<file path="config.mk">
export PLATFORM = sky130hd
export DESIGN_NAME = okg_fifo
export DESIGN_NICKNAME = d
export VERILOG_FILES = /design/src/rtl/okg_pkg.sv /design/src/rtl/okg_fifo.sv
export SDC_FILE = /design/constraint.sdc
export NUM_CORES = 1
export LEC_CHECK = 0
export BUFFER_PORTS_ARGS = -buffer_cell sky130_fd_sc_hd__buf_2
export CAP_MARGIN = 10
export CORE_MARGIN = 10
export CORE_UTILIZATION = 40
export CTS_BUF_LIST = sky130_fd_sc_hd__clkbuf_16
export DETAILED_ROUTE_END_ITERATION = 10
export PLACE_DENSITY = 0.66
export SLEW_MARGIN = 30
export SYNTH_ARGS = -nofsm -noshare
export SYNTH_HDL_FRONTEND = slang
export SYNTH_SLANG_ARGS = --single-unit
</file>
<file path="constraint.sdc">
create_clock -name clk -period 2.8 [get_ports clk]
set_input_delay 0.56 -clock clk [delete_from_list [all_inputs] [get_ports clk]]
set_output_delay 0.56 -clock clk [all_outputs]
set_load 0.01 [all_outputs]
</file>
<file path="src/rtl/okg_pkg.sv">
// Shared types and constants for the open-addressing key grouper.
package okg_pkg;

	localparam int unsigned OKG_SLOT_COUNT  = 8192;
	localparam int unsigned OKG_MAX_GROUPS  = 4096;
	localparam int unsigned OKG_QUEUE_DEPTH = 2;

	localparam int unsigned OKG_KEY_W   = 32;
	localparam int unsigned OKG_GIDX_W  = 12;
	localparam int unsigned OKG_COUNT_W = 13;
	localparam int unsigned OKG_EPOCH_W = 8;

	localparam logic [31:0]              OKG_HASH_MULT = 32'd2654435761;
	localparam logic [OKG_COUNT_W-1:0]   OKG_COUNT_MAX = 13'h1fff;
	localparam logic [OKG_EPOCH_W-1:0]   OKG_EPOCH_MAX = 8'hff;
	localparam logic [OKG_EPOCH_W-1:0]   OKG_EPOCH_FIRST = 8'h01;

	typedef struct packed {
		logic [OKG_KEY_W-1:0] key;
		logic                 first;
	} okg_in_t;

	typedef struct packed {
		logic [OKG_GIDX_W-1:0]  group_index;
		logic                   is_new;
		logic [OKG_COUNT_W-1:0] member_count;
		logic                   table_error;
	} okg_out_t;

	typedef enum logic [2:0] {
		ST_CLEAR,
		ST_IDLE,
		ST_SLOT_RD,
		ST_SLOT_CHK,
		ST_KEY_CHK
	} okg_state_t;

endpackage

</file>
<file path="src/rtl/okg_fifo.sv">
// Short queue of hashed words between the front end and the probe engine.
module okg_fifo import okg_pkg::*; #(
	parameter int unsigned WIDTH = 48
) (
	input  logic             clk,
	input  logic             arst_n,
	input  logic             push,
	input  logic [WIDTH-1:0] push_data,
	output logic             full,
	input  logic             pop,
	output logic             q_valid,
	output logic [WIDTH-1:0] q_data
);

	localparam int unsigned DEPTH = OKG_QUEUE_DEPTH;
	localparam int unsigned PW    = (DEPTH > 1) ? $clog2(DEPTH) : 1;
	localparam int unsigned CW    = $clog2(DEPTH + 1);

	logic [WIDTH-1:0] mem_q [DEPTH];
	logic [PW-1:0]    wr_ptr_q;
	logic [PW-1:0]    rd_ptr_q;
	logic [CW-1:0]    count_q;

	assign full    = (count_q == CW'(DEPTH));
	assign q_valid = (count_q != '0);
	assign q_data  = mem_q[rd_ptr_q];

	always_ff @(posedge clk) begin
		if (push) begin
			mem_q[wr_ptr_q] <= push_data;
		end
	end

	always_ff @(posedge clk or negedge arst_n) begin
		if (!arst_n) begin
			wr_ptr_q <= '0;
			rd_ptr_q <= '0;
			count_q  <= '0;
		end else begin
			if (push) begin
				wr_ptr_q <= (wr_ptr_q == PW'(DEPTH - 1)) ? '0 : wr_ptr_q + 1'b1;
			end
			if (pop) begin
				rd_ptr_q <= (rd_ptr_q == PW'(DEPTH - 1)) ? '0 : rd_ptr_q + 1'b1;
			end
			unique case ({push, pop})
				2'b10:   count_q <= count_q + 1'b1;
				2'b01:   count_q <= count_q - 1'b1;
				default: count_q <= count_q;
			endcase
		end
	end

endmodule

</file>
== Word-level counts from Yosys, hierarchy flattened ==
Memories as Yosys holds them, arrays and structs flattened.
Index checks and enable logic that the tools add are counted.

* Register bits: 4
* Bits in writable memories: 96
* Input port bits: 52
* Output and inout port bits: 50
* Logic and storage cells: 18
* Memories kept: 1

{| class="wikitable"
|+ Memory list
! memory !! words !! width !! read ports !! clocked after Yosys merged registers in !! wr ports !! RTL line !! text
|-
| mem_q || 2 || 48 || 1 || 0 || 1 || okg_fifo.sv:19 || <nowiki>logic [WIDTH-1:0] mem_q [DEPTH];</nowiki>
|}

* $add $sub $neg: 4
* Equality and inequality tests: 3
* Multiplexer cells: 5
* Reduce and logical (&&, ||, !) cells: 2

{| class="wikitable"
|+ Operators with widths
! cell !! number
|-
| == test 2 bit (second input constant) || 2
|-
| 2-to-1 mux 1 bit || 4
|-
| one-hot mux 2 bit (2 select lines) || 1
|-
| nonzero test 2 bit || 2
|-
| adder 1 bit (second input constant) || 2
|-
| adder 2 x 1 -> 2 bit (second input constant) || 1
|-
| == test 2 x 1 -> 1 bit (second input constant) || 1
|-
| subtractor 2 x 1 -> 2 bit (second input constant) || 1
|}

== Longest topological paths before layout ==
Gate-level depths: netlist of the first run.

* Depth after elaboration: 2
* Depth in mapped cells: 5
* Gate-level depth less buffers: 5

== Least setup slack after synthesis of the first run ==
Ideal clock, no wire load.

* Path kind: input port to flip-flop
* Start point: in push
* End point: mem mem_q[0][0] (enable)
* Library setup time: 0.455 ns
* Arrival time: 2.634 ns
* Required time: 2.345 ns
* Setup slack: -0.289 ns
* Cell stages on the path: 2
* Buffers on the path: 0
* Cells stage by stage: inv_1 -> nor2_1

* Cells in the longest elaborated chain, start to end: 2

{| class="wikitable"
|+ Ends and longest elaborated chain
! item !! RTL line !! text
|-
| start: declaration || okg_fifo.sv:7 || <nowiki>input logic push,</nowiki>
|-
| 2-to-1 mux 1 bit || okg_fifo.sv:29 || <nowiki>if (push) begin</nowiki>
|-
| 2-to-1 mux 1 bit (implied by the code) || okg_fifo.sv:30 || <nowiki>mem_q[wr_ptr_q] <= push_data;</nowiki>
|-
| end: declaration || okg_fifo.sv:19 ||
|}

Every way passes these cells.

== Worst setup path in the final report of the first run ==
* Start point: reg rd_ptr_q
* End point: out q_data[30]

* Cells in the longest elaborated chain, start to end: 1

{| class="wikitable"
|+ Ends and longest elaborated chain
! item !! RTL line !! text
|-
| start: declaration || okg_fifo.sv:21 || <nowiki>logic [PW-1:0] rd_ptr_q;</nowiki>
|-
| start signal: assignment || okg_fifo.sv:44 || <nowiki>rd_ptr_q <= (rd_ptr_q == PW'(DEPTH - 1)) ? '0 : rd_ptr_q + 1'b1;</nowiki>
|-
| memory (2 x 48 bit) || - ||
|-
| end: declaration || okg_fifo.sv:12 || <nowiki>output logic [WIDTH-1:0] q_data</nowiki>
|}

Every way passes these cells.

==> results of run 1 <==
[path summary, 6_finish.rpt]
path                                     from            to  slack, ps  cells after the start
worst max-delay path                 rd_ptr_q    q_data[30]        430                      3
worst min-delay path                   arst_n    count_q[1]         20                      1
worst max register to register       wr_ptr_q  mem_q[1][32]       1280                      2
worst min register to register     count_q[1]    count_q[1]        480                      1
max in group asynchronous              arst_n      rd_ptr_q       2650                      1
min in group clk                push_data[19]  mem_q[0][19]        420                      1
[cell usage in the layout, fill, tap and decap left out]
master     count
clkinv_1       1
ha_1           1
nor2_1         1
edfxtp_1      96
xnor2_1        2
mux2_4        10
dfrtp_1        3
clkinv_2       1
nor2b_1        1
and2_2         1
bufinv_16      2
buf_4          1
buf_2        101
or2_2          1
clkinv_4       1
mux2_2        38
xor2_1         3
clkbuf_16      9
buf_12         2
dfrtp_2        1
nor2_4         1
inv_1          2
[state kept, by name (all words and copies together), names as in the netlist]
name,flops
count_q,2
rd_ptr_q,1
mem_q,96
wr_ptr_q,1
[layout make-up]
class                           instances  area share
Sequential cell                       100       0.641
Multi-Input combinational cell         59       0.144
Timing Repair Buffer                  104       0.119
Clock buffer                            9      0.0484
Tap cell                              111      0.0298
Clock inverter                          6      0.0175
Inverter                                1    0.000806
[report_power, final]
group | switching [mW] | internal [mW]
logic | 0.642 | 0.657
registers | 0.137 | 1.99
clock network | 0.484 | 0.771
total | 1.26 | 3.42
[metal layers]
| layer | up-vias | share of wire | wire length (µm) | track usage |
|---|---|---|---|---|
| li1 | 860 | - | - | - |
| met1 | 911 | 0.41 | 2830 | 0.111 |
| met2 | 67 | 0.50 | 3450 | 0.173 |
| met3 | 9 | 0.072 | 494 | 0.0370 |
| met4 | 0 | 0.012 | 79 | 0.0450 |
| met5 | - | 0 | 0 | 0 |
[critical path, delay by kind of cell, from the launching register on]
kind | cells | cell delay [ps]
buffers and inverters | 2 | 420
DFF | 1 | 680
muxes | 1 | 360
[logic make-up (layout without fill, tap and decap cells)]
kind of cell,Yosys count,in the layout,synth area share
and+or+nand+nor,5,5,0.00711
adders and majority gates,1,1,0.00338
DFF,100,100,0.807
buffers and inverters,6,120,0.0142
xor gates and xnor gates,5,5,0.0119
muxes,48,48,0.156
[per-stage QoR]
step | util | total power, mW | area (µm²) | setup slack (ps) | cells
after floorplan | - | 3.00 | 3700 | 538 | 165
after global placement | 0.477 | 3.48 | 4350 | 741 | 375
after detailed placement | 0.477 | 3.51 | 4350 | 749 | 375
after CTS | 0.511 | 4.77 | 4660 | 381 | 390
after global routing | 0.511 | 4.94 | 4660 | 332 | 390
final | 0.511 | 4.68 | 4660 | 433 | 390
==> key figures, run 1 <==
Routing
  – Drt pass-1 iters: 4
  – Mean number of vias per cell: 4.74
  – Post-Route WL: 6850 µm
  – DR WL/cell: 17.6 µm
  – DR vias: 1847
  – Antenna viol nets, final: 0
  – DR DRC count: 0
  – 1st-iter DRT viols: 82

Clock network
  – Clk sink count: 100
  – Post-cts gate resize count: 0
  – CTS clk-pin slew, worst paths: 60 ps
  – Root Buffer: clkbuf_16
  – Clock Latency Late Sink: 330 ps
  – Max Root-Sink Buffers: 2
  – Post-CTS Hold Buffers: 0
  – Setup Buffers After CTS: 0
  – CTS tree: done
  – Number of CTS-inserted buffers: 9
  – # H-tree levels: 3

Timing
  – RSZ-0062 raised after global routing: no
  – Post-route clock skew: 6.32 ps
  – Period minus WS final: 2370 ps
  – Tcrit/Tclk final: 0.846
  – Max-slew violations: 0
  – Least-Margin Pin Slew: 672 ps
  – Fmax: 0.422 GHz
  – Worst Hold Slack: 23.8 ps
  – Post-route setup TNS: 0 ps
  – Hold Violations, Final: 0
  – Final setup fails: 0
  – Max_slew headroom: 0.552

Global route
  – Largest net degree at the start of global routing: 49
  – First-pass GRT wire length: 10400 µm
  – Gr ovfl total: 0
  – Initial antenna violation count: 0
  – Overall Global Routing Usage: 0.102
  – Number of global-route vias before repair: 2052

Logic synthesis
  – Seq/Total Area, Yosys: 0.807
  – Count leader, synth: edfxtp_1
  – Mapped Cells: 165
  – EDFF count, synth: 96
  – Seq cells post-synth: 100
  – Synth Net Count: 218
  – Async set or reset register ratio after synthesis: 0.0400
  – Mapped cell area: 3700 µm²
  – Post-synth top cells: edfxtp_1 (96), mux2_2 (38), mux2_4 (10), dfrtp_1 (4)
  – Top cell type's share of synthesized area: 0.780
  – Synth area leader: edfxtp_1
  – Top FF cell, synth: edfxtp_1
  – Avg Cell Area, Syn: 22.4 µm²
  – Top post-synthesis cells by area: edfxtp_1 (78%), mux2_2 (12%), mux2_4 (4.1%), dfrtp_1 (2.7%), xor2_1 (0.71%)
  – Yosys cell types: 15
  – Synth warn: 0

Placed design
  – Post-DP HPWL: 4720 µm
  – Port bufs: 101
  – RD Place Congestion: 0.653

Floorplan
  – Starting Density: 0.406
  – Ports: 102
  – Core Area: 9110 µm²
  – Total die area: 13500 µm²
  – Die Span X: 116 µm
  – Row count: 35
  – Die Height: 116 µm

Cells and area
  – Filler cell count in the final layout: 775
  – Area of the multi-input gates: 669 µm²
  – Storage element area: 2980 µm²
  – Area added between synthesis and finish: 26.0%
  – Final #Nets: 328
  – Share of cells above drive strength 1: 0.606
  – Antenna cells: 0

Critical path
  – Crit Path Category: flip-flop to output pin
  – Worst EP arrival: 1810 ps
  – CP max FO: 30
  – Worst Path Required: 2240 ps
  – Critical-path cell list: buf_12 > mux2_2 > buf_2
  – Crit-path slowest cell: dfrtp_2
  – Crit end category: output pin
  – Max stage delay on crit path: 680 ps
  – CP Launch Type: flip-flop

Run status
  – Status: complete, no violations

Run
  – Max_cap viols: 0

Hold path
  – Worst hold path class: input pin to async pin

Pwr
  – Leak: 1.80 nW
  – Pwr dens: 1010 nW/µm²
  – Max VDD drop: 0.389 mV
Power figures use the tool's default switching activity.
==> inputs of run 2 (changes only) <==
--- a/config.mk
+++ b/config.mk
@@ -5,13 +5,13 @@
 export SDC_FILE = /design/constraint.sdc
 export NUM_CORES = 1
 export LEC_CHECK = 0
+export ABC_AREA = 1
 export BUFFER_PORTS_ARGS = -buffer_cell sky130_fd_sc_hd__buf_2
 export CAP_MARGIN = 10
 export CORE_MARGIN = 10
 export CORE_UTILIZATION = 40
 export CTS_BUF_LIST = sky130_fd_sc_hd__clkbuf_16
 export DETAILED_ROUTE_END_ITERATION = 10
-export PLACE_DENSITY = 0.66
 export SLEW_MARGIN = 30
 export SYNTH_ARGS = -nofsm -noshare
 export SYNTH_HDL_FRONTEND = slang
==> constraint.sdc (replaced) <==
create_clock -name clk -period 2.4 [get_ports clk]
set_input_delay 0.48 -clock clk [delete_from_list [all_inputs] [get_ports clk]]
set_output_delay 0.48 -clock clk [all_outputs]
set_load 0.01 [all_outputs]
==> key figures, run 2 <==
Placed design
  – Placed cells: 505 (was 375)
  – RD Place Congestion: 0.706 (was 0.653)
  – Pre-CTS setup slack: 565 ps (was 749 ps)
  – Post-DP Area: 4620 µm² (was 4350 µm²)
  – Post-DP HPWL: 5200 µm (was 4720 µm)
  – Port bufs: 101 (unchanged)

Critical path
  – Crit Path Category: flip-flop to output pin (unchanged)
  – R2R Path Start: wr_ptr_q (unchanged)
  – Worst EP arrival: 1670 ps (was 1810 ps)
  – R2R setup slack: 1050 ps (was 1280 ps)
  – CP Launch Point: rd_ptr_q (unchanged)
  – Crit end category: output pin (unchanged)
  – Worst R2R Path Depth: 2 (unchanged)
  – Worst Path Required: 1920 ps (was 2240 ps)
  – FF-to-FF End: mem_q[0][9] (was mem_q[1][32])
  – CP endpoint: q_data[27] (was q_data[30])
  – CP Launch Type: flip-flop (unchanged)
  – CP max FO: 26 (was 30)

Timing
  – Hold Violations, Final: 0 (unchanged)
  – Worst Slack Setup Final: 251 ps (was 433 ps)
  – RSZ-0062 raised after global routing: no (unchanged)
  – Least-Margin Pin Slew: 490 ps (was 672 ps)
  – Final setup fails: 0 (unchanged)
  – Fmax: 0.465 GHz
  – Worst Hold Slack: 333 ps (was 23.8 ps)
  – Tcrit/Tclk final: 0.896
  – Post-route clock skew: 7.39 ps (was 6.32 ps)
  – Period minus WS final: 2150 ps
  – Max_slew headroom: 0.673 (was 0.552)
  – Max-slew violations: 0 (unchanged)
  – Post-route setup TNS: 0 ps (unchanged)

Logic synthesis
  – Top cell type's share of synthesized area: 0.720 (was 0.780)
  – Avg Cell Area, Syn: 14.6 µm² (was 22.4 µm²)
  – Seq cells post-synth: 100 (unchanged)
  – Synth area leader: edfxtp_1 (unchanged)
  – Top post-synthesis cells by area: edfxtp_1 (72%), o21ai_2 (6.6%), inv_1 (5.1%), nand2_2 (4.7%), dfrtp_1 (2.5%) (was edfxtp_1 (78%), mux2_2 (12%), mux2_4 (4.1%), dfrtp_1 (2.7%), xor2_1 (0.71%))
  – Top FF cell, synth: edfxtp_1 (unchanged)
  – EDFF count, synth: 96 (unchanged)
  – Post-synth top cells: edfxtp_1 (96), inv_1 (54), nand2_2 (30), o21ai_2 (30), nand2_1 (24) (was edfxtp_1 (96), mux2_2 (38), mux2_4 (10), dfrtp_1 (4))
  – Async set or reset register ratio after synthesis: 0.0400 (unchanged)
  – Synth Net Count: 328 (was 218)
  – Count leader, synth: edfxtp_1 (unchanged)
  – Yosys cell types: 19 (was 15)
  – Mapped cell area: 4010 µm² (was 3700 µm²)
  – Synth warn: 0 (unchanged)
  – Seq/Total Area, Yosys: 0.745 (was 0.807)
  – Mapped Cells: 275 (was 165)

Cells and area
  – Fin area: 4920 µm² (was 4660 µm²)
  – Fin util: 0.503 (was 0.511)
  – Share of cells above drive strength 1: 0.473 (was 0.606)
  – Most flop-heavy register: mem_q (unchanged)
  – Commonest non-fill, non-tap cell in the layout: buf_2 (unchanged)
  – Post-Layout Cell Count: 522 (was 390)
  – Regs by FF count: mem_q x96, count_q x2 (unchanged)
  – Antenna cells: 0 (unchanged)
  – Filler cell count in the final layout: 880 (was 775)
  – Area added between synthesis and finish: 22.8% (was 26.0%)
  – Commonest non-fill, non-tap cells in the layout: buf_2 (101), edfxtp_1 (96), inv_1 (56), nand2_2 (30), o21ai_2 (30) (was buf_2 (101), edfxtp_1 (96), mux2_2 (38), mux2_4 (10), clkbuf_16 (9))
  – Largest register FFs: 96 (unchanged)
  – Final #Nets: 437 (was 328)

Global route
  – First-pass GRT wire length: 11700 µm (was 10400 µm)
  – Number of global-route vias before repair: 2406 (was 2052)
  – Initial antenna violation count: 1 (was 0)
  – Overall Global Routing Usage: 0.103 (was 0.102)
  – Gr ovfl total: 0 (unchanged)
  – Largest net degree at the start of global routing: 40 (was 49)

Clock network
  – Root Buffer: clkbuf_16 (unchanged)
  – Number of CTS-inserted buffers: 9 (unchanged)
  – Clock Latency Late Sink: 330 ps (about the same)
  – CTS clk-pin slew, worst paths: 70 ps (was 60 ps)
  – # H-tree levels: 3 (unchanged)
  – CTS tree: done (unchanged)
  – Clk sink count: 100 (unchanged)
  – Post-cts gate resize count: 0 (unchanged)
  – Max Root-Sink Buffers: 2 (unchanged)

Floorplan
  – Row count: 36 (was 35)
  – Ports: 102 (unchanged)
  – Die Height: 120 µm (was 116 µm)
  – Total die area: 14400 µm² (was 13500 µm²)
  – Die Span X: 120 µm (was 116 µm)
  – Starting Density: 0.410 (was 0.406)
  – Core Area: 9770 µm² (was 9110 µm²)

Pwr
  – Clk pwr share: 0.242 (was 0.268)
  – Sw frac: 0.331 (was 0.270)
  – Sequential Power Share: 0.443 (was 0.454)
  – Pwr dens: 1160 nW/µm² (was 1010 nW/µm²)
  – Combinational group share of total power: 0.316 (was 0.277)
  – Leak: 2.09 nW (was 1.80 nW)
  – Max VDD drop: 0.466 mV (was 0.389 mV)
  – Total Power: 5.69 mW (was 4.68 mW)
  – Internal power: 3.81 mW (was 3.42 mW)
  – Switching Power: 1.88 mW (was 1.26 mW)

Routing
  – Top layer in use: met5 (was met4)
  – 1st-iter DRT viols: 62 (was 82)
  – DR vias: 2306 (was 1847)
  – Mean number of vias per cell: 4.42 (was 4.74)
  – Drt pass-1 iters: 4 (unchanged)
  – DR WL/cell: 14.2 µm (was 17.6 µm)
  – DR WL met3: 646 µm (was 494 µm)
  – Met2 Wirelength: 3650 µm (was 3450 µm)
  – DR DRC count: 0 (unchanged)
  – DRT met1 WL: 3010 µm (was 2830 µm)
  – Post-Route WL: 7400 µm (was 6850 µm)
  – Antenna viol nets, final: 0 (unchanged)

Hold path
  – Worst hold path class: input pin to flip-flop (was input pin to async pin)

Run status
  – Status: complete, no violations (unchanged)

Run
  – Max_cap viols: 0 (unchanged)
## run 2: cell types whose count changed in the layout (fill, tap and decap cells not counted), sizes merged, moves of 2 or more
cell and change:
buf +4, clkinv -2, clkinvlp +2, inv +55, mux2 -48, nand2 +54
o21ai +48
## run 2: kinds of logic after synthesis
logic type | after synthesis | synth area share
AOI/OAI and AO/OA | 48 | 0.0881
buffers and inverters | 65 | 0.0834
adders and majority gates | 1 | 0.00312
DFF | 100 | 0.745
and+or+nand+nor | 58 | 0.0740
xor gates and xnor gates | 3 | 0.00656
## run 2: area by class of cell
type,count,area (µm²),share of cell area
tap,133,166,0.0338
clock buffer,9,225,0.0458
timing repair buffer,109,581,0.118
clock inverter,7,61.3,0.0125
inverter,54,203,0.0412
sequential,100,2990,0.607
multi-input combinational,110,696,0.141
## run 2: worst max-delay path: stages (launching register included)
cell     delay, ps
dfrtp_4        660
buf_4          350
nand2_1         80
o21ai_0         80
buf_2          160
## run 2: worst min path at each step
stage,endpoint,startpoint,depth (start not counted)
2_1_floorplan,count_q[0],arst_n,0
3_3_place_gp,wr_ptr_q,arst_n,1
3_5_place_dp,wr_ptr_q,arst_n,1
4_1_cts,mem_q[1][22],push_data[22],1
5_1_grt,mem_q[0][20],push_data[20],1
6_report,mem_q[0][22],push_data[22],1
## run 2: what timing repair did
action,in CTS,in global routing
hold endpoints to repair,4,0
hold buffers,1,0
setup buffers,0,0
## run 2: routing by layer
metal / GRT usage / vias to the layer above
li1: - / 1147
met1: 0.117 / 1075
met2: 0.167 / 72
met3: 0.0436 / 10
met4: 0.0452 / 2
met5: 0 / -
## run 2: power groups by stage
stage,Combinational (mW),Sequential (mW),Clock [mW]
3_5_place_dp,1.87,2.57,0
3_3_place_gp,1.84,2.55,0
5_1_grt,2.02,2.56,1.50
6_report,1.80,2.52,1.38
4_1_cts,1.87,2.53,1.42
2_1_floorplan,1.38,2.45,0
