[src/rtl/okg_pkg.sv]
// Shared types and constants for the open-addressing key grouper.
package okg_pkg;

	localparam int unsigned OKG_SLOT_COUNT  = 8192;
	localparam int unsigned OKG_MAX_GROUPS  = 4096;
	localparam int unsigned OKG_QUEUE_DEPTH = 2;

	localparam int unsigned OKG_KEY_W   = 32;
	localparam int unsigned OKG_GIDX_W  = 12;
	localparam int unsigned OKG_COUNT_W = 13;
	localparam int unsigned OKG_EPOCH_W = 8;

	localparam logic [31:0]              OKG_HASH_MULT = 32'd2654435761;
	localparam logic [OKG_COUNT_W-1:0]   OKG_COUNT_MAX = 13'h1fff;
	localparam logic [OKG_EPOCH_W-1:0]   OKG_EPOCH_MAX = 8'hff;
	localparam logic [OKG_EPOCH_W-1:0]   OKG_EPOCH_FIRST = 8'h01;

	typedef struct packed {
		logic [OKG_KEY_W-1:0] key;
		logic                 first;
	} okg_in_t;

	typedef struct packed {
		logic [OKG_GIDX_W-1:0]  group_index;
		logic                   is_new;
		logic [OKG_COUNT_W-1:0] member_count;
		logic                   table_error;
	} okg_out_t;

	typedef enum logic [2:0] {
		ST_CLEAR,
		ST_IDLE,
		ST_SLOT_RD,
		ST_SLOT_CHK,
		ST_KEY_CHK
	} okg_state_t;

endpackage

[src/rtl/okg_front.sv]
// Input side: takes words, hashes the key to a home slot and queues the job.
module okg_front import okg_pkg::*; #(
	parameter int unsigned SLOT_COUNT = OKG_SLOT_COUNT,
	parameter int unsigned SW         = $clog2(SLOT_COUNT)
) (
	input  logic                      item_valid,
	output logic                      item_ready,
	input  okg_in_t                   item,
	input  logic                      clearing,
	input  logic                      full,
	output logic                      push,
	output logic [SW+OKG_KEY_W:0]     push_data
);

	// Only the low slot bits of key times the multiplier matter, so a narrow
	// product over the low key bits is enough.
	localparam logic [SW-1:0] MULT_LO = OKG_HASH_MULT[SW-1:0];

	logic [2*SW-1:0] prod;
	logic [SW-1:0]   home_slot;

	assign prod      = {{SW{1'b0}}, item.key[SW-1:0]} * {{SW{1'b0}}, MULT_LO};
	assign home_slot = prod[SW-1:0];

	assign item_ready = !full && !clearing;
	assign push       = item_valid && item_ready;
	assign push_data  = {item.first, item.key, home_slot};

endmodule

[config.mk]
export PLATFORM = sky130hd
export DESIGN_NAME = okg_front
export DESIGN_NICKNAME = d
export VERILOG_FILES = /design/src/rtl/okg_pkg.sv /design/src/rtl/okg_front.sv
export SDC_FILE = /design/constraint.sdc
export NUM_CORES = 1
export LEC_CHECK = 0
export ABC_AREA = 0
export BUFFER_PORTS_ARGS = -buffer_cell sky130_fd_sc_hd__buf_2
export CORE_AREA = 10 10 65 67
export DETAILED_ROUTE_END_ITERATION = 12
export DIE_AREA = 0 0 75 77
export GPL_TIMING_DRIVEN = 0
export PLACE_DENSITY = 0.89
export SLEW_MARGIN = 20
export SYNTH_ARGS = -nofsm -noshare
export SYNTH_HDL_FRONTEND = slang
export SYNTH_SLANG_ARGS = --single-unit
export TNS_END_PERCENT = 5
[constraint.sdc]
create_clock -name vclk -period 10.8
set_clock_uncertainty 0.15 [all_clocks]
set_input_delay 3.24 -clock vclk [all_inputs]
set_output_delay 3.24 -clock vclk [all_outputs]
set_load 0.05 [all_outputs]
# Word-level counts from Yosys, hierarchy flattened
# Cells that the tools add are included.
[classes] add_sub_neg=0 mul=1 div=0 magnitude_cmp=0 n_eq_ne=0 shifts=0 n_mux=0 n_bitwise=0 reduce_logical=4
[op_table] operator="multiplier 13 x 12 -> 13 bit, second input constant" count=1
[op_table] operator="logical AND 1 bit" count=2
[op_table] operator="zero test 1 bit" count=2
[word_totals] regBits=0 latchBits=0 mem_bits_rw=0 mem_bits_ro=0 out_inout_bits=48 memories=0

# Logic depth before layout (Yosys ltp)
# Gate-level depths: netlist of run 1.
[depth] depth_word=3 ltp_mapped=14 mapped_depth_nobuf=14

# Least setup slack after synthesis of run 1
# No wires, ideal clock.
[synth_timing] kind="in2out" startpoint="in item[5] (netlist name)" endpoint="out push_data[12]" t_arrival_ps=6960 setup_slack_ps=450 path_stages=14 n_path_buf=0 cell_sequence="ha_1 > inv_1 > fa_1 > inv_1 > ha_1 > fa_1 > inv_1 > fa_1 > inv_1 > ha_1 > a21oi_1 > o21bai_1 > a21oi_1 > xnor2_1"
[synth_via] elab_chain_cells=1
[synth_lines] item="start: declaration" line="okg_front.sv:8" source="input okg_in_t item,"
[synth_lines] item="multiplier 13 x 12 -> 13 bit" line="okg_front.sv:22" source="assign prod = {{SW{1'b0}}, item.key[SW-1:0]} * {{SW{1'b0}}, MULT_LO};"
[synth_lines] item="end: declaration" line="okg_front.sv:12" source="output logic [SW+OKG_KEY_W:0] push_data"
# Every way passes these cells.

# Final worst setup path of run 1
# Ends and elaborated chain as after synthesis.

==> impl_metrics.env, run 1 <==
export IMPL_detailedRoute_firstPassIterationCount=2
export IMPL_num_antenna_cells=0
export IMPL_hold_fix_buffer_count_after_cts=0
export IMPL_largest_voltage_drop_on_the_vdd_net_v=0.0000986
export IMPL_chipHeight_um=77
export IMPL_grt_antenna_before_repair=0
export IMPL_via_count=1037
export IMPL_unrepaired_setup_endpoints_after_global_routing="no"
export IMPL_post_synth_main_area_contributors="sky130_fd_sc_hd__ha_1, sky130_fd_sc_hd__buf_4, sky130_fd_sc_hd__fa_1"
export IMPL_num_clock_buffers=0
export IMPL_max_clock_freq_mhz=96.3
export IMPL_sequential_cell_area_um2=0
export IMPL_share_comb_of_total_power_pct=100.0
export IMPL_maxCapViolCount=0
export IMPL_worst_slew_pin_transition_ns=0.263
export IMPL_detailedPlace_worstSlack_ns=0.378
export IMPL_post_synthesis_area_per_instance_um2=8.88
export IMPL_period_share_pct=96.2
export IMPL_internal_power_mw=0.116
export IMPL_power_share_sequential_pct=0
export IMPL_flow_area_growth_from_synthesis_pct=27.9
export IMPL_cts_resized_gates=0
export IMPL_path_class="input pin to primary output"
export IMPL_power_static_leakage_nw=1.04
export IMPL_wl_um=2970
export IMPL_hold_slack_ns=6.63
export IMPL_cts_repair_timing_setup_buffer_count=0
export IMPL_p_total_mw=0.376
export IMPL_setup_total_negative_slack_ns=0
export IMPL_start_util_pct=43.5
export IMPL_ios=84
export IMPL_seq_area_frac_synth_pct=0
export IMPL_seq_cells=0
export IMPL_ant_nets=0
export IMPL_fp_row_count=20
export IMPL_core_area_um2=2980
export IMPL_finalNetCount=295
export IMPL_netSwitchingPower_mw=0.260
export IMPL_timing_slew_headroom_pct=82.6
export IMPL_crit_path_start_kind="input pin"
export IMPL_layout_min_cycle_time_ns=10.39
export IMPL_post_route_cells_drive_above_1_share_pct=48.1
export IMPL_hold_path_end="push_data[34]"
export IMPL_clock_power_share_pct=0
export IMPL_globalplace_congestion=0.810
export IMPL_fillCellCount=270
export IMPL_critPathCaptureType="primary output"
export IMPL_synthDominantAreaCellType="sky130_fd_sc_hd__ha_1"
export IMPL_final_max_slew_violation_count=0
export IMPL_power_density_cell_area_nw_per_um2=227
export IMPL_hold_path_startpoint="item[22]"
export IMPL_layout_setup_ws_ns=0.414
export IMPL_yosys_top_cell_area_share_pct=33.8
export IMPL_synth_top_cells_by_count="sky130_fd_sc_hd__buf_4, sky130_fd_sc_hd__ha_1, sky130_fd_sc_hd__inv_1, sky130_fd_sc_hd__xnor2_1, sky130_fd_sc_hd__fa_1"
export IMPL_status="finished, final reports clean"
export IMPL_mappedNetlistNets=229
export IMPL_route_detailed_vias_per_inst=4.27
export IMPL_post_synth_num_cell_types=11
export IMPL_min_path_cells=2
export IMPL_critical_path_max_fanout=4
export IMPL_chipWidth_um=75
export IMPL_timing_final_setup_violations=0
export IMPL_synthesis_area_um2=1300
export IMPL_synth_warning_count=0
export IMPL_wl_per_cell_um=12.2
export IMPL_grt_max_degree=7
export IMPL_grt_pass1_wl_um=4980
export IMPL_number_of_global_route_vias_before_repair=1172
export IMPL_critical_path_required_ns=7.41
export IMPL_hold_path_class="input pin to primary output"
export IMPL_die_area_um2=5780
export IMPL_dpl_hpwl_um=2900
export IMPL_timing_hold_violations_final=0
export IMPL_swShare_pct=69.1
export IMPL_globalRoute_totalOverflow=0
export IMPL_drc_viols=0
export IMPL_crit_arrival_ns=7.00
export IMPL_globalRouteTotalUtil_pct=10.2
export IMPL_drtIter0Drc=1
export IMPL_syn_instance_count=146
export IMPL_yosysMostFrequentCell="sky130_fd_sc_hd__buf_4"
export IMPL_place_port_buffers=64
area by class of cell:
class	count	area, µm²	share of cell area [%]
multi-input combinational	74	887	53.5
tap	33	41.3	2.49
inverter	35	131	7.92
timing repair buffer	64	320	19.3
buffer	37	278	16.8
kinds of logic after synthesis:
group	share of synthesized area, %
compound gates	3.86
xor+xnor	11.5
fa+ha+maj	52.3
buf+inv	31.6
simple gates	0.772
placed cells by master, fill, tap and decap left out:
cell / netlist / routed
sky130_fd_sc_hd__a21o_1: 2 / 2
sky130_fd_sc_hd__a21oi_1: 4 / 4
sky130_fd_sc_hd__and2_1: 1 / 1
sky130_fd_sc_hd__buf_2: 0 / 64
sky130_fd_sc_hd__buf_4: 37 / 37
sky130_fd_sc_hd__fa_1: 12 / 12
sky130_fd_sc_hd__ha_1: 35 / 35
sky130_fd_sc_hd__inv_1: 35 / 35
sky130_fd_sc_hd__nor2_1: 1 / 1
sky130_fd_sc_hd__o21bai_1: 2 / 2
sky130_fd_sc_hd__xnor2_1: 13 / 13
sky130_fd_sc_hd__xor2_1: 4 / 4
worst max-delay path, stage by stage:
cell and delay [ns]:
sky130_fd_sc_hd__buf_2 0.13, sky130_fd_sc_hd__ha_1 0.31, sky130_fd_sc_hd__inv_1 0.07, sky130_fd_sc_hd__fa_1 0.50
sky130_fd_sc_hd__inv_1 0.04, sky130_fd_sc_hd__ha_1 0.29, sky130_fd_sc_hd__fa_1 0.53, sky130_fd_sc_hd__inv_1 0.05
sky130_fd_sc_hd__fa_1 0.52, sky130_fd_sc_hd__inv_1 0.04, sky130_fd_sc_hd__ha_1 0.32, sky130_fd_sc_hd__a21oi_1 0.24
sky130_fd_sc_hd__o21bai_1 0.09, sky130_fd_sc_hd__a21oi_1 0.20, sky130_fd_sc_hd__xnor2_1 0.14, sky130_fd_sc_hd__buf_2 0.28
metal layers:
metal | up-vias | track usage, % | part of all wire [%]
met2 | 46 | 19.2 | 50
met3 | 2 | 2.57 | 12
met5 | - | 0 | 0
met1 | 451 | 11.2 | 37
li1 | 538 | - | -
met4 | 0 | 0.568 | 0.47
power by group through the flow:
stage	sequential (mW)	combinational [mW]	clock (mW)
2_1_floorplan	0	0.313	0
3_3_place_gp	0	0.377	0
3_5_place_dp	0	0.383	0
4_1_cts	0	0.384	0
5_1_grt	0	0.411	0
6_report	0	0.376	0
through the flow:
stage / util (%) / instances / cell area, µm²
after global placement: 55.7 / 243 / 1660
final: 55.7 / 243 / 1660
after floorplan: - / 146 / 1300
after CTS: 55.7 / 243 / 1660
after global routing: 55.7 / 243 / 1660
after detailed placement: 55.7 / 243 / 1660
worst max path at each step:
stage / from / endpoint
floorplan: item[5] / push_data[12]
global placement: item[5] / push_data[12]
detailed placement: item[5] / push_data[12]
CTS: item[5] / push_data[12]
global route: item[5] / push_data[12]
finish: item[5] / push_data[12]
Note: power is estimated with default switching activity, not from simulation.
==> run 2: changes to the inputs <==
--- a/config.mk
+++ b/config.mk
@@ -14,2 +14,3 @@
 export PLACE_DENSITY = 0.89
+export RECOVER_POWER = 100
 export SLEW_MARGIN = 20
==> constraint.sdc (replaced) <==
create_clock -name vclk -period 10.8
set_clock_uncertainty 0.15 [all_clocks]
set_input_delay 1.08 -clock vclk [all_inputs]
set_output_delay 1.08 -clock vclk [all_outputs]
set_load 0.05 [all_outputs]
==> run 2 against run 1 <==
  * Sequential share of layout area unchanged
  * Core utilization down 2.0 points
  * Cell count unchanged
  * Clock-buffer cell count unchanged
  * First-iteration DRC count unchanged
  * Fmax up 65%
  * Global-route usage unchanged
  * Via count down 0.39%
  * Routed wire length up 1.1%
  * Non-clock buffer count unchanged
  * Sequential cell count unchanged
==> impl_metrics.env, run 2 (synthesized netlist as in run 1, its figures left out) <==
export IMPL_route_detailed_vias_per_inst=4.25
export IMPL_sequential_cell_area_um2=0
export IMPL_path_class="input pin to primary output"
export IMPL_layout_min_cycle_time_ns=6.28
export IMPL_start_util_pct=43.5
export IMPL_flow_area_growth_from_synthesis_pct=23.3
export IMPL_timing_final_setup_violations=0
export IMPL_ant_nets=0
export IMPL_final_core_utilization_pct=53.7
export IMPL_min_path_cells=2
export IMPL_fp_row_count=20
export IMPL_detailedPlace_worstSlack_ns=4.70
export IMPL_core_area_um2=2980
export IMPL_critical_path_max_fanout=4
export IMPL_power_static_leakage_nw=0.910
export IMPL_maxCapViolCount=0
export IMPL_grt_pass1_wl_um=4980
export IMPL_cts_resized_gates=0
export IMPL_critical_path_required_ns=9.57
export IMPL_grt_max_degree=7
export IMPL_wl_um=3000
export IMPL_post_route_cells_drive_above_1_share_pct=25.2
export IMPL_max_clock_freq_mhz=159
export IMPL_wl_per_cell_um=12.3
export IMPL_final_max_slew_violation_count=0
export IMPL_seq_cells=0
export IMPL_critPathCaptureType="primary output"
export IMPL_ios=84
export IMPL_layout_setup_ws_ns=4.52
export IMPL_grt_antenna_before_repair=0
export IMPL_drc_viols=0
export IMPL_hold_path_startpoint="item[30]"
export IMPL_period_share_pct=58.2
export IMPL_unrepaired_setup_endpoints_after_global_routing="no"
export IMPL_setup_total_negative_slack_ns=0
export IMPL_crit_path_start_kind="input pin"
export IMPL_timing_slew_headroom_pct=58.4
export IMPL_globalRoute_totalOverflow=0
export IMPL_layout_commonest_cell="sky130_fd_sc_hd__clkbuf_1"
export IMPL_drtIter0Drc=1
export IMPL_chipWidth_um=75
export IMPL_dpl_hpwl_um=2900
export IMPL_hold_path_class="input pin to primary output"
export IMPL_detailedRoute_firstPassIterationCount=2
export IMPL_die_area_um2=5780
export IMPL_hold_fix_buffer_count_after_cts=0
export IMPL_via_count=1033
export IMPL_cts_repair_timing_setup_buffer_count=0
export IMPL_power_density_cell_area_nw_per_um2=229
export IMPL_hold_path_end="push_data[42]"
export IMPL_chipHeight_um=77
export IMPL_fillCellCount=298
export IMPL_final_cell_mix="sky130_fd_sc_hd__clkbuf_1, sky130_fd_sc_hd__buf_4, sky130_fd_sc_hd__inv_1, sky130_fd_sc_hd__ha_1, sky130_fd_sc_hd__buf_2"
export IMPL_globalRouteTotalUtil_pct=10.2
export IMPL_number_of_global_route_vias_before_repair=1172
export IMPL_worst_slew_pin_transition_ns=0.627
export IMPL_num_clock_buffers=0
export IMPL_num_antenna_cells=0
export IMPL_timing_hold_violations_final=0
export IMPL_finalNetCount=295
export IMPL_status="finished, final reports clean"
export IMPL_largest_voltage_drop_on_the_vdd_net_v=0.0000963
export IMPL_crit_arrival_ns=5.05
export IMPL_globalplace_congestion=0.810
export IMPL_place_port_buffers=64
export IMPL_multi_input_area_um2=887
[run 2: layout make-up]
type | count | area share (%)
Timing Repair Buffer | 64 | 16.3
Buffer | 37 | 17.4
Tap cell | 33 | 2.58
Multi-Input combinational cell | 74 | 55.5
Inverter | 35 | 8.22
[run 2: per-stage QoR]
| step | area [µm²] | cells | hold WS (ns) | total power [mW] |
|---|---|---|---|---|
| after global routing | 1600 | 243 | 2.40 | 0.399 |
| after detailed placement | 1660 | 243 | 2.31 | 0.383 |
| after floorplan | 1300 | 146 | 2.18 | 0.313 |
| after CTS | 1660 | 243 | 2.31 | 0.384 |
| final | 1600 | 243 | 2.40 | 0.365 |
| after global placement | 1660 | 243 | 2.31 | 0.377 |
[run 2: how the worst max path moves through the flow]
stage | from | endpoint | slack (ns) | cells after the start
after detailed placement | item[5] | push_data[12] | 4.70 | 16
after global placement | item[5] | push_data[12] | 4.75 | 16
final | item[5] | push_data[12] | 4.52 | 16
after CTS | item[5] | push_data[12] | 4.69 | 16
after global routing | item[5] | push_data[12] | 4.33 | 16
after floorplan | item[5] | push_data[12] | 4.77 | 14
[run 2: critical path, stage by stage]
cell	delay, ns
sky130_fd_sc_hd__buf_2	0.13
sky130_fd_sc_hd__ha_1	0.31
sky130_fd_sc_hd__inv_1	0.07
sky130_fd_sc_hd__fa_1	0.50
sky130_fd_sc_hd__inv_1	0.04
sky130_fd_sc_hd__ha_1	0.29
sky130_fd_sc_hd__fa_1	0.53
sky130_fd_sc_hd__inv_1	0.05
sky130_fd_sc_hd__fa_1	0.52
sky130_fd_sc_hd__inv_1	0.04
sky130_fd_sc_hd__ha_1	0.32
sky130_fd_sc_hd__a21oi_1	0.24
sky130_fd_sc_hd__o21bai_1	0.09
sky130_fd_sc_hd__a21oi_1	0.20
sky130_fd_sc_hd__xnor2_1	0.14
sky130_fd_sc_hd__clkbuf_1	0.50
[run 2: layer usage]
metal	vias to the layer above	wire length [µm]	share of wire [%]	GRT usage, %
met3	2	342	11	2.57
met4	0	14	0.47	0.568
met1	447	1150	38	11.2
met5	-	0	0	0
li1	538	-	-	-
met2	46	1490	50	19.2
[run 2: where the power goes]
| group | leakage [nW] | internal (mW) | switching (mW) |
|---|---|---|---|
| Sequential | 0 | 0 | 0 |
| Clock | 0 | 0 | 0 |
| Combinational | 0.910 | 0.103 | 0.262 |
==> run 3: changes to the inputs <==
ABC_AREA = 1   (was 0)
CORE_AREA = 10 10 70 72   (was 10 10 65 67)
DIE_AREA = 0 0 80 82   (was 0 0 75 77)
PLACE_DENSITY = 0.85   (was 0.89)
clock period = 5.1 ns   (was 10.8 ns; I/O delays follow)
==> run 3 against run 2 <==
  * Combinational power grew 110%
  * Sequential share of layout area did not move
  * Final area is 10% higher
==> impl_metrics.env, run 3 <==
export IMPL_status="finished, final reports clean"
export IMPL_wl_per_cell_um=10.5
export IMPL_timing_final_setup_violations=0
export IMPL_place_port_buffers=64
export IMPL_syn_instance_count=193
export IMPL_critical_path_top_delay_family="adder cells"
export IMPL_critical_path_n_buffers_inverters=6
export IMPL_seq_cells=0
export IMPL_flow_area_growth_from_synthesis_pct=23.1
export IMPL_setup_total_negative_slack_ns=0
export IMPL_post_synthesis_area_per_instance_um2=7.42
export IMPL_max_clock_freq_mhz=207
export IMPL_synthDominantAreaCellType="sky130_fd_sc_hd__ha_1"
export IMPL_min_path_cells=2
export IMPL_grt_antenna_before_repair=0
export IMPL_synthesis_area_um2=1430
export IMPL_grt_met1_usage_pct=9.69
export IMPL_grt_pass1_wl_um=5360
export IMPL_core_area_um2=3580
export IMPL_critical_path_cell_chain="buf_2, ha_1, inv_1, fa_1, inv_1, ha_1, fa_1, inv_1, fa_1, inv_1, ha_1, nand3_1, nand3_1, nand2_1, nand2_1, a21oi_2, nand3_1, nand2_1, buf_4"
export IMPL_synth_top_cells_by_count="sky130_fd_sc_hd__inv_1, sky130_fd_sc_hd__buf_4, sky130_fd_sc_hd__ha_1, sky130_fd_sc_hd__nand2_1, sky130_fd_sc_hd__fa_1"
export IMPL_final_cell_mix="sky130_fd_sc_hd__inv_1, sky130_fd_sc_hd__clkbuf_1, sky130_fd_sc_hd__buf_4, sky130_fd_sc_hd__ha_1, sky130_fd_sc_hd__nand2_1"
export IMPL_dpl_hpwl_um=3120
export IMPL_detailedRoute_firstPassIterationCount=4
export IMPL_unrepaired_setup_endpoints_after_global_routing="no"
export IMPL_route_detailed_vias_per_inst=4.15
export IMPL_yosys_top_cell_area_share_pct=30.6
export IMPL_worstSetupPathDepth=19
export IMPL_critical_path_slowest_cell="sky130_fd_sc_hd__fa_1"
export IMPL_p_total_mw=0.757
export IMPL_critical_path_required_ns=4.44
export IMPL_fp_row_count=22
export IMPL_globalplace_congestion=0.829
export IMPL_yosysMostFrequentCell="sky130_fd_sc_hd__inv_1"
export IMPL_worst_slew_pin_transition_ns=0.614
export IMPL_chipWidth_um=80
export IMPL_drtIter0Drc=10
export IMPL_post_synth_main_area_contributors="sky130_fd_sc_hd__ha_1, sky130_fd_sc_hd__buf_4, sky130_fd_sc_hd__fa_1"
export IMPL_post_route_cells_drive_above_1_share_pct=24.9
export IMPL_largest_voltage_drop_on_the_vdd_net_v=0.000170
export IMPL_timing_slew_headroom_pct=59.3
export IMPL_number_of_global_route_vias_before_repair=1354
export IMPL_maxCapViolCount=0
export IMPL_critical_path_max_stage_delay_ns=0.54
export IMPL_seq_area_frac_synth_pct=0
export IMPL_power_density_cell_area_nw_per_um2=430
export IMPL_hold_path_class="input pin to primary output"
export IMPL_via_count=1266
export IMPL_final_max_slew_violation_count=0
export IMPL_mappedNetlistNets=276
export IMPL_finalNetCount=342
export IMPL_layout_commonest_cell="sky130_fd_sc_hd__inv_1"
export IMPL_path_class="input pin to primary output"
export IMPL_hold_path_startpoint="item[23]"
export IMPL_start_util_pct=40.0
export IMPL_chipHeight_um=82
export IMPL_multi_input_area_um2=982
export IMPL_hold_fix_buffer_count_after_cts=0
export IMPL_drc_viols=0
export IMPL_num_antenna_cells=0
export IMPL_period_share_pct=94.7
export IMPL_ant_nets=0
export IMPL_groute_layer_met2_usage_pct=19.2
export IMPL_ios=84
export IMPL_critical_path_max_fanout=4
export IMPL_wl_um=3200
export IMPL_critPathMostFrequentCell="sky130_fd_sc_hd__inv_1"
export IMPL_sequential_cell_area_um2=0
export IMPL_num_clock_buffers=0
export IMPL_top_usage_layer="met2"
export IMPL_grt_max_degree=7
export IMPL_power_static_leakage_nw=1.08
export IMPL_globalRouteTotalUtil_pct=9.46
export IMPL_grt_util_met3_pct=3.06
export IMPL_die_area_um2=6560
export IMPL_timing_hold_violations_final=0
export IMPL_hold_path_end="push_data[35]"
export IMPL_synth_warning_count=0
export IMPL_fillCellCount=388
export IMPL_crit_arrival_ns=4.17
export IMPL_critPathCaptureType="primary output"
export IMPL_globalRoute_totalOverflow=0
export IMPL_crit_path_start_kind="input pin"
export IMPL_layout_min_cycle_time_ns=4.83
export IMPL_post_synth_num_cell_types=16
## run 3: cell type report
type,instances,area share [%]
well taps,48,3.41
plain buffers,37,15.8
multi-input cells,109,55.7
inverters,47,10.0
repair buffers,64,15.1
## run 3: repair_timing
action / 4_1_cts / 5_1_grt
hold endpoints to repair: 0 / 0
buffers inserted: 0 / 0
resized for setup: 0 / 3
setup endpoints to repair: 0 / 1
## run 3: cells by family (layout without fill, tap and decap cells)
logic type / Yosys count / in the layout / synth area share [%]
AOI/OAI and AO/OA: 3 / 3 / 1.31
xor gates and xnor gates: 6 / 6 / 3.67
adders and majority gates: 47 / 47 / 47.3
buffers and inverters: 84 / 148 / 31.7
and+or+nand+nor: 53 / 53 / 16.0
## run 3: where the power goes
| part | switching [mW] | total, mW | internal (mW) |
|---|---|---|---|
| registers | 0 | 0 | 0 |
| logic | 0.542 | 0.757 | 0.215 |
| clock network | 0 | 0 | 0 |
## run 3: stage by stage
step	area, µm²	setup slack [ns]	util (%)	std cells	hold slack [ns]
after floorplan	1430	0.334	-	193	1.04
after global placement	1810	0.155	50.7	305	1.17
after detailed placement	1810	0.100	50.7	305	1.17
after CTS	1810	0.110	50.7	305	1.17
after global routing	1760	0.0187	49.3	305	1.26
final	1760	0.268	49.3	305	1.26
## run 3: how the worst max path moves through the flow
| stage | startpoint | end | slack [ns] |
|---|---|---|---|
| global placement | item[6] | push_data[12] | 0.16 |
| finish | item[6] | push_data[12] | 0.27 |
| CTS | item[6] | push_data[12] | 0.11 |
| detailed placement | item[6] | push_data[12] | 0.10 |
| global route | item[5] | push_data[12] | 0.02 |
| floorplan | item[5] | push_data[11] | 0.33 |
## run 3: routing by layer
layer | routed length, µm | share of wire, % | up-vias
met2 | 1550 | 48 | 50
met1 | 1340 | 42 | 544
met3 | 305 | 9.5 | 0
li1 | - | - | 672
met5 | 0 | 0 | -
met4 | 0 | 0 | 0
